File: src/rtl/sbcd_pkg.sv
// ----------------------------------------------------------------------------
// sbcd_pkg
// Types and constants shared by the sensor bank change detector modules.
// ----------------------------------------------------------------------------
package sbcd_pkg;

  localparam int BYTE_INDEX_W    = 4;
  localparam int SENSOR_W        = 8;
  localparam int MODULE_W        = 3;
  localparam int SENSOR_NUM_W    = 5;
  localparam int BIT_POS_W       = 3;
  localparam int QUEUE_DEPTH     = 2;
  localparam int MAX_INDEXES     = 1 << BYTE_INDEX_W;
  localparam logic [SENSOR_NUM_W-1:0] SENSORS_PER_BYTE = SENSOR_NUM_W'(SENSOR_W);
  localparam logic [SENSOR_NUM_W-1:0] ODD_BYTE_OFFSET  = SENSOR_NUM_W'(SENSOR_W);

  // One input beat: a sensor byte and its place in the frame.
  typedef struct packed {
    logic [BYTE_INDEX_W-1:0] byte_index;
    logic [SENSOR_W-1:0]     sensor_bits;
  } in_beat_t;

  // One output beat: a single change event.
  typedef struct packed {
    logic [MODULE_W-1:0]     module_index;
    logic [SENSOR_NUM_W-1:0] sensor_number;
    logic                    is_on;
    logic                    last;
  } out_beat_t;

  // A classified byte waiting for the back end.
  typedef struct packed {
    logic [BYTE_INDEX_W-1:0] byte_index;
    logic [SENSOR_W-1:0]     sensor_bits;
    logic [SENSOR_W-1:0]     changed;
  } job_t;

  // Handshake between a queue and its consumer.
  typedef struct packed {
    logic valid;
    job_t job;
  } job_src_t;

endpackage

File: src/rtl/sbcd_front.sv
// ----------------------------------------------------------------------------
// sbcd_front
// Accepts sensor bytes, compares them with the stored levels, updates the
// store and hands bytes with changes to the job queue.
// ----------------------------------------------------------------------------
module sbcd_front #(
  parameter int NUM_BYTES = 10
) (
  input  logic              clk,
  input  logic              rst_n,
  input  logic              in_valid,
  output logic              in_stall,
  input  sbcd_pkg::in_beat_t in_data,
  output logic              push,
  output sbcd_pkg::job_t    push_job,
  input  logic              queue_full
);
  import sbcd_pkg::*;

  // Only indexes that the field can carry need storage.
  localparam int DEPTH = (NUM_BYTES < MAX_INDEXES) ? NUM_BYTES : MAX_INDEXES;
  localparam int IDX_W = (DEPTH > 1) ? $clog2(DEPTH) : 1;

  logic [SENSOR_W-1:0] levels_r   [DEPTH];
  logic [SENSOR_W-1:0] levels_nxt [DEPTH];
  logic                accept;
  logic                in_range;
  logic [IDX_W-1:0]    idx;
  logic [SENSOR_W-1:0] changed;

  assign in_stall = queue_full;
  assign accept   = in_valid && !in_stall;
  assign in_range = 32'(in_data.byte_index) < NUM_BYTES;
  assign idx      = IDX_W'(in_data.byte_index);
  assign changed  = levels_r[idx] ^ in_data.sensor_bits;

  // A byte goes to the back end only when some sensor changed.
  assign push                = accept && in_range && (changed != '0);
  assign push_job.byte_index = in_data.byte_index;
  assign push_job.sensor_bits = in_data.sensor_bits;
  assign push_job.changed    = changed;

  // The stored levels take the new byte as soon as it is accepted.
  always_comb begin
    levels_nxt = levels_r;
    if (accept && in_range) begin
      levels_nxt[idx] = in_data.sensor_bits;
    end
  end

  always_ff @(posedge clk) begin
    if (!rst_n) begin
      for (int i = 0; i < DEPTH; i++) begin
        levels_r[i] <= '0;
      end
    end else begin
      levels_r <= levels_nxt;
    end
  end

  // A queued job always carries at least one change.
  a_push_has_change: assert property (@(posedge clk) disable iff (!rst_n)
    push |-> (push_job.changed != '0))
    else $error("front pushed a byte without changes");

  // Nothing is pushed into a full queue.
  a_no_push_when_full: assert property (@(posedge clk) disable iff (!rst_n)
    queue_full |-> !push)
    else $error("front pushed into a full queue");

endmodule

File: src/rtl/sbcd_queue.sv
// ----------------------------------------------------------------------------
// sbcd_queue
// Short first-in first-out queue of classified bytes between the front and
// the back end.
// ----------------------------------------------------------------------------
module sbcd_queue (
  input  logic                clk,
  input  logic                rst_n,
  input  logic                push,
  input  sbcd_pkg::job_t      push_job,
  output logic                full,
  input  logic                pop,
  output sbcd_pkg::job_src_t  head
);
  import sbcd_pkg::*;

  localparam int PTR_W = (QUEUE_DEPTH > 1) ? $clog2(QUEUE_DEPTH) : 1;
  localparam int CNT_W = $clog2(QUEUE_DEPTH + 1);
  localparam logic [PTR_W-1:0] LAST_PTR = PTR_W'(QUEUE_DEPTH - 1);
  localparam logic [CNT_W-1:0] FULL_CNT = CNT_W'(QUEUE_DEPTH);

  job_t             slots_r [QUEUE_DEPTH];
  logic [PTR_W-1:0] wr_ptr_r, wr_ptr_nxt;
  logic [PTR_W-1:0] rd_ptr_r, rd_ptr_nxt;
  logic [CNT_W-1:0] cnt_r, cnt_nxt;
  logic             do_push;
  logic             do_pop;

  assign full       = (cnt_r == FULL_CNT);
  assign head.valid = (cnt_r != '0);
  assign head.job   = slots_r[rd_ptr_r];
  assign do_push    = push && !full;
  assign do_pop     = pop && head.valid;

  // Pointer and fill count update.
  always_comb begin
    wr_ptr_nxt = wr_ptr_r;
    rd_ptr_nxt = rd_ptr_r;
    cnt_nxt    = cnt_r;
    if (do_push) begin
      wr_ptr_nxt = (wr_ptr_r == LAST_PTR) ? '0 : wr_ptr_r + PTR_W'(1);
    end
    if (do_pop) begin
      rd_ptr_nxt = (rd_ptr_r == LAST_PTR) ? '0 : rd_ptr_r + PTR_W'(1);
    end
    unique case ({do_push, do_pop})
      2'b10:   cnt_nxt = cnt_r + CNT_W'(1);
      2'b01:   cnt_nxt = cnt_r - CNT_W'(1);
      default: cnt_nxt = cnt_r;
    endcase
  end

  always_ff @(posedge clk) begin
    if (!rst_n) begin
      wr_ptr_r <= '0;
      rd_ptr_r <= '0;
      cnt_r    <= '0;
    end else begin
      wr_ptr_r <= wr_ptr_nxt;
      rd_ptr_r <= rd_ptr_nxt;
      cnt_r    <= cnt_nxt;
    end
  end

  // Slot storage needs no reset.
  always_ff @(posedge clk) begin
    if (do_push) begin
      slots_r[wr_ptr_r] <= push_job;
    end
  end

  // The fill count never passes the depth.
  a_cnt_bound: assert property (@(posedge clk) disable iff (!rst_n)
    cnt_r <= FULL_CNT)
    else $error("queue fill count out of range");

endmodule

File: src/rtl/sbcd_back.sv
// ----------------------------------------------------------------------------
// sbcd_back
// Walks the changed bits of one byte from bit 0 upward and emits one change
// event per cycle into the output register while the output is not stalled.
// ----------------------------------------------------------------------------
module sbcd_back (
  input  logic                clk,
  input  logic                rst_n,
  input  sbcd_pkg::job_src_t  head,
  output logic                pop,
  output logic                out_valid,
  input  logic                out_stall,
  output sbcd_pkg::out_beat_t out_data
);
  import sbcd_pkg::*;

  logic [SENSOR_W-1:0]     mask_r, mask_nxt;
  logic [BYTE_INDEX_W-1:0] idx_r;
  logic [SENSOR_W-1:0]     bits_r;
  logic                    out_valid_r, out_valid_nxt;
  out_beat_t               out_r, out_nxt;
  logic                    advance;
  logic                    busy;
  logic [BIT_POS_W-1:0]    pos;
  logic [SENSOR_W-1:0]     mask_after;
  logic                    load;

  assign out_valid = out_valid_r;
  assign out_data  = out_r;
  assign advance   = !out_valid_r || !out_stall;
  assign busy      = (mask_r != '0);

  // Lowest changed bit still to report.
  always_comb begin
    pos = '0;
    for (int b = SENSOR_W - 1; b >= 0; b--) begin
      if (mask_r[b]) begin
        pos = BIT_POS_W'(b);
      end
    end
  end

  assign mask_after = mask_r & ~(SENSOR_W'(1) << pos);

  // Take the next byte when idle or when the current one is finishing.
  assign load = head.valid && (!busy || (advance && mask_after == '0));
  assign pop  = load;

  always_comb begin
    mask_nxt      = mask_r;
    out_valid_nxt = out_valid_r;
    out_nxt       = out_r;
    if (advance) begin
      out_valid_nxt = busy;
      out_nxt.module_index  = idx_r[BYTE_INDEX_W-1:1];
      out_nxt.sensor_number = SENSORS_PER_BYTE - SENSOR_NUM_W'(pos)
                              + (idx_r[0] ? ODD_BYTE_OFFSET : '0);
      out_nxt.is_on         = bits_r[pos];
      out_nxt.last          = (mask_after == '0);
      if (busy) begin
        mask_nxt = mask_after;
      end
    end
    if (load) begin
      mask_nxt = head.job.changed;
    end
  end

  always_ff @(posedge clk) begin
    if (!rst_n) begin
      mask_r      <= '0;
      out_valid_r <= 1'b0;
    end else begin
      mask_r      <= mask_nxt;
      out_valid_r <= out_valid_nxt;
    end
  end

  always_ff @(posedge clk) begin
    out_r <= out_nxt;
    if (load) begin
      idx_r  <= head.job.byte_index;
      bits_r <= head.job.sensor_bits;
    end
  end

  // An event that is not the last one leaves bits still to report.
  a_more_pending: assert property (@(posedge clk) disable iff (!rst_n)
    (out_valid_r && !out_r.last) |-> busy)
    else $error("non-last event with no bits pending");

  // A new byte is never loaded over bits that remain unreported.
  a_no_overwrite: assert property (@(posedge clk) disable iff (!rst_n)
    (pop && busy) |-> (advance && mask_after == '0))
    else $error("byte loaded over pending bits");

endmodule

File: src/rtl/sensor_bank_change_detector_top.sv
// ----------------------------------------------------------------------------
// sensor_bank_change_detector_top
// Sensor bank change detector: per-position level store and change events.
// ----------------------------------------------------------------------------
// Each input beat carries a sensor byte and its position in the frame. The
// byte is compared with the level last seen at that position, and each changed
// bit, from bit 0 upward, leaves as one output beat giving the module, the
// sensor number and the new level, with last set on the final event of the
// byte. Bytes with no change and positions at or above NUM_BYTES produce
// nothing; all stored levels are zero after reset. The front takes one byte
// per cycle while its two-entry job queue has room, and the back end emits one
// event per cycle while the output is not stalled, so a byte with k changed bits
// (one to eight) yields k events and the sustained rate is set by the bit walk.
module sensor_bank_change_detector_top #(
  parameter int NUM_BYTES = 10
) (
  input  logic                clk,
  input  logic                rst_n,
  input  logic                in_valid,
  output logic                in_stall,
  input  sbcd_pkg::in_beat_t  in_data,
  output logic                out_valid,
  input  logic                out_stall,
  output sbcd_pkg::out_beat_t out_data
);
  import sbcd_pkg::*;

  logic     push;
  job_t     push_job;
  logic     queue_full;
  logic     pop;
  job_src_t head;

  // Front: classify and update the stored levels.
  sbcd_front #(
    .NUM_BYTES (NUM_BYTES)
  ) u_front (
    .clk        (clk),
    .rst_n      (rst_n),
    .in_valid   (in_valid),
    .in_stall   (in_stall),
    .in_data    (in_data),
    .push       (push),
    .push_job   (push_job),
    .queue_full (queue_full)
  );

  // Job queue between the two halves.
  sbcd_queue u_queue (
    .clk      (clk),
    .rst_n    (rst_n),
    .push     (push),
    .push_job (push_job),
    .full     (queue_full),
    .pop      (pop),
    .head     (head)
  );

  // Back end: one event per cycle while the output is not stalled.
  sbcd_back u_back (
    .clk       (clk),
    .rst_n     (rst_n),
    .head      (head),
    .pop       (pop),
    .out_valid (out_valid),
    .out_stall (out_stall),
    .out_data  (out_data)
  );

endmodule
File: config.mk
export PLATFORM = sky130hd
export DESIGN_NAME = sensor_bank_change_detector_top
export DESIGN_NICKNAME = d
export VERILOG_FILES = /design/src/rtl/sbcd_pkg.sv /design/src/rtl/sbcd_front.sv /design/src/rtl/sbcd_queue.sv /design/src/rtl/sbcd_back.sv /design/src/rtl/sensor_bank_change_detector_top.sv
export SDC_FILE = /design/constraint.sdc
export NUM_CORES = 1
export LEC_CHECK = 0
export BUFFER_PORTS_ARGS = -buffer_cell sky130_fd_sc_hd__buf_2
export CORE_UTILIZATION = 38
export DETAILED_ROUTE_END_ITERATION = 12
export GPL_TIMING_DRIVEN = 0
export PLACE_DENSITY = 0.51
export SLEW_MARGIN = 10
export SYNTH_ARGS = -nofsm -noshare
export SYNTH_HDL_FRONTEND = slang
export SYNTH_SLANG_ARGS = --single-unit
File: constraint.sdc
create_clock -name clk -period 9.28 [get_ports clk]
set_input_delay 1.856 -clock clk [delete_from_list [all_inputs] [get_ports clk]]
set_output_delay 1.856 -clock clk [all_outputs]
set_load 0.005 [all_outputs]
==> flow_summary.json <==
{
  "synth.ff_latch_count": 156,
  "synth.top_cells.by_area": "sky130_fd_sc_hd__dfxtp_1 28%, sky130_fd_sc_hd__edfxtp_1 28%, sky130_fd_sc_hd__mux2i_1 14%",
  "mostFrequentLayoutCell": "sky130_fd_sc_hd__nor2_1",
  "number_of_setup_violations_in_the_final_report": 0,
  "timing.critical_path.cells": "buf_2 > buf_6 > buf_2 > mux2i_1 > o22ai_1 > a211oi_1 > xnor2_1 > nor2_1 > a31oi_1 > and2_1",
  "r2r_setup_slack_ps": 5590,
  "synth_nets": 596,
  "first_iter_violations": 240,
  "critical_path.slowest_cell": "sky130_fd_sc_hd__and2_1",
  "switching_power_w": 0.000688,
  "cpLargestDelayFamily": "simple AND/OR/NAND/NOR gates",
  "period_share": 0.530,
  "worst_pin_slew_ps": 1090,
  "num_io_pins": 28,
  "die_h_um": 135,
  "grt_pass1_vias": 4439,
  "via_count": 4417,
  "placementRows": 48,
  "dieArea_um2": 18200,
  "final_antenna_violating_net_count": 0,
  "netlist-cell-type-count": 48,
  "route.detailed.drc": 0,
  "leakage_nw": 2.80,
  "power_frac_comb": 0.268,
  "tot_gr_track_use": 0.189,
  "routed_wirelength_mm": 15.9,
  "cts-buffers-inserted": 17,
  "synth-edff-count": 62,
  "fp.coreArea_um2": 17200,
  "cts_resized": 0,
  "syn_area_per_cell_um2": 11.7,
  "areaGrowthSynthToFinish_pct": 14.9,
  "maxClockFrequency_mhz": 203,
  "crit_fanout": 20,
  "tritoncts": "built",
  "fin_total_pwr_w": 0.00214,
  "initial_utilization": 0.389,
  "power.density_cell_area_nw_per_um2": 278,
  "post-synth-top-area-fraction": 0.281,
  "postSynthCellCount": 574,
  "post-route-min-period_ps": 4920,
  "timing.clock.skew_ps": 6.49,
  "final_layout_size_suffix_gt1_frac": 0.174,
  "synth_async_sr_flop_share": 0,
  "data_required_critical_path_ps": 9320,
  "seq_power_share": 0.421,
  "netlist.top_cell.by_area": "sky130_fd_sc_hd__dfxtp_1",
  "number_of_fill_cells": 1596,
  "min_path_type": "register to register",
  "clock_tree.root_cell": "sky130_fd_sc_hd__clkbuf_16",
  "place_hpwl_mm": 11.2,
  "post_synth_instance_area_um2": 6700,
  "nNetsFinal": 643,
  "clk_pin_slew_ps": 60,
  "clock_path_buffers": 2,
  "cp_slowest_stage_delay_ps": 860,
  "peakVddDrop_mv": 0.138,
  "cell_internal_pwr_w": 0.00145,
  "critPathBufInv": 3,
  "ys_dominant_reg_cell": "sky130_fd_sc_hd__dfxtp_1",
  "critPathMostFrequentCell": "sky130_fd_sc_hd__buf_2",
  "grt_remaining_overflow": 0,
  "status": "completed",
  "cts.hold.buffers_added": 0,
  "slew_viol_final": 0,
  "detailedRoute.firstPassIterationCount": 4,
  "port-buffer-count": 27,
  "place_area_um2": 7140,
  "arrival_ps": 4960,
  "grt_setup_unrepaired": "no",
  "fin_setup_tns_ps": 0,
  "die_w_um": 135,
  "cts_max_level": 4,
  "power.clock.fraction": 0.311,
  "clkSinkCount": 156,
  "swShare": 0.322,
  "synth_warnings": 0,
  "critical_path_class": "input pin to register",
  "layout_common_cells": "105 x sky130_fd_sc_hd__nor2_1, 97 x sky130_fd_sc_hd__mux2i_1, 94 x sky130_fd_sc_hd__dfxtp_1",
  "grt_start_max_net_pins": 21,
  "vias_per_cell": 5.14,
  "post-cts-setup-buffer-count": 0,
  "post-route-cell-area_um2": 7700,
  "timing.max_slew.rel_slack": 0.272,
  "gp_congestion": 0.831,
  "final_core_utilization": 0.447,
  "worstSkewPairLatency_ps": 420,
  "cp-end-kind": "register",
  "drv.max_cap_violation_count": 0,
  "seq_area_um2": 3740,
  "area_occupied_by_multi_input_gates_um2": 2750,
  "finalHoldViolations": 0,
  "antenna_found_initial": 0,
  "wl_per_cell_um": 18.5,
  "worst_setup_path_start_kind": "input pin",
  "insertedDiodeCount": 0,
  "grt_first_pass_wirelength_mm": 25.3,
  "seq_area_frac_synth": 0.559
}
## worst reg2reg max path, cell delays in order (launching register included)
cell and delay [ps]:
sky130_fd_sc_hd__dfxtp_1 350, sky130_fd_sc_hd__nor2b_1 140, sky130_fd_sc_hd__o21ai_0 250, sky130_fd_sc_hd__a21oi_1 110, sky130_fd_sc_hd__o21bai_1 490, sky130_fd_sc_hd__ha_1 300, sky130_fd_sc_hd__ha_1 240, sky130_fd_sc_hd__o22ai_1 120
sky130_fd_sc_hd__a2111oi_2 360, sky130_fd_sc_hd__o211ai_2 220, sky130_fd_sc_hd__a21oi_1 220, sky130_fd_sc_hd__ha_1 290, sky130_fd_sc_hd__or3_1 380, sky130_fd_sc_hd__a21oi_1 140
## cell type report
type	count	share of cell area
Buffer	33	0.0195
Clock inverter	15	0.0184
Tap cell	225	0.0365
Sequential cell	156	0.486
Multi-Input combinational cell	370	0.358
Timing Repair Buffer	28	0.0195
Clock buffer	17	0.0552
Inverter	15	0.00731
## metal layers
layer,share of wire,track usage,vias up
met4,0.017,0.0687,0
met5,0,0,-
li1,-,-,2148
met3,0.032,0.0417,16
met1,0.46,0.238,2175
met2,0.49,0.318,78
## Yosys cell counts (2+ instances only)
cell type and instances:
sky130_fd_sc_hd__buf_1 2, sky130_fd_sc_hd__nand2_1 23, sky130_fd_sc_hd__o21ai_0 7, sky130_fd_sc_hd__nand3b_1 2
sky130_fd_sc_hd__xor2_1 2, sky130_fd_sc_hd__mux4_2 9, sky130_fd_sc_hd__inv_1 14, sky130_fd_sc_hd__a211oi_1 9
sky130_fd_sc_hd__nand2b_1 5, sky130_fd_sc_hd__a31oi_1 3, sky130_fd_sc_hd__clkbuf_1 19, sky130_fd_sc_hd__nor2b_1 2
sky130_fd_sc_hd__dfxtp_1 94, sky130_fd_sc_hd__buf_4 2, sky130_fd_sc_hd__xnor2_1 10, sky130_fd_sc_hd__nand4b_1 2
sky130_fd_sc_hd__nor4_1 2, sky130_fd_sc_hd__edfxtp_1 62, sky130_fd_sc_hd__nor2_1 105, sky130_fd_sc_hd__nor3_2 2
sky130_fd_sc_hd__and2_1 2, sky130_fd_sc_hd__nor3_1 2, sky130_fd_sc_hd__ha_1 6, sky130_fd_sc_hd__mux2i_1 97
sky130_fd_sc_hd__a22oi_1 3, sky130_fd_sc_hd__a21oi_1 19, sky130_fd_sc_hd__o22ai_1 9, sky130_fd_sc_hd__mux2_2 19
sky130_fd_sc_hd__nor4_4 3, sky130_fd_sc_hd__buf_2 9, sky130_fd_sc_hd__nand3_1 12
## worst paths after layout
check,cells after the start,endpoint,startpoint
min reg2reg,0,u_back.out_data[9]$_DFFE_PP_,u_back.idx_r[3]$_DFFE_PP_
max reg2reg,13,u_queue.cnt_r[1]$_SDFFE_PN0P_,u_back.mask_r[7]$_SDFFE_PN0P_
max,10,u_queue.slots_r[1][12]$_DFFE_PP_,in_data[8]
min,0,u_back.out_data[9]$_DFFE_PP_,u_back.idx_r[3]$_DFFE_PP_
## power by group through the flow
stage / combinational [W] / sequential [W] / clock [W]
global placement: 0.000566 / 0.000912 / 0
global route: 0.000651 / 0.000911 / 0.000713
floorplan: 0.000415 / 0.000906 / 0
CTS: 0.000580 / 0.000900 / 0.000678
finish: 0.000574 / 0.000900 / 0.000664
detailed placement: 0.000575 / 0.000914 / 0
## flip-flops by register name (all words and copies together) (netlist names), named ones only
signal and count:
u_front.levels_r 80, u_queue.slots_r 40, u_back.out_data 10, u_back.bits_r 8
u_back.mask_r 8, u_back.idx_r 4, u_queue.cnt_r 2, u_back.out_valid 1
u_queue.rd_ptr_r 1, u_queue.wr_ptr_r 1
## metrics by stage
step,cells,hold slack (ps),setup slack [ps]
6_report,859,420,4360
5_1_grt,859,428,4100
4_1_cts,859,423,4250
3_5_place_dp,827,407,3820
3_3_place_gp,826,400,3180
2_1_floorplan,574,400,4480
## kinds of logic after synthesis
| kind of cell | count (synthesis) | synth area share |
|---|---|---|
| XOR/XNOR | 12 | 0.0157 |
| buffers and inverters | 48 | 0.0308 |
| AND/OR/NAND/NOR | 167 | 0.115 |
| AO/OA/AOI/OAI | 59 | 0.0573 |
| multiplexers | 126 | 0.211 |
| flip-flops | 156 | 0.559 |
| adder cells (fa/ha/maj) | 6 | 0.0112 |
Power figures use the tool's default switching activity.
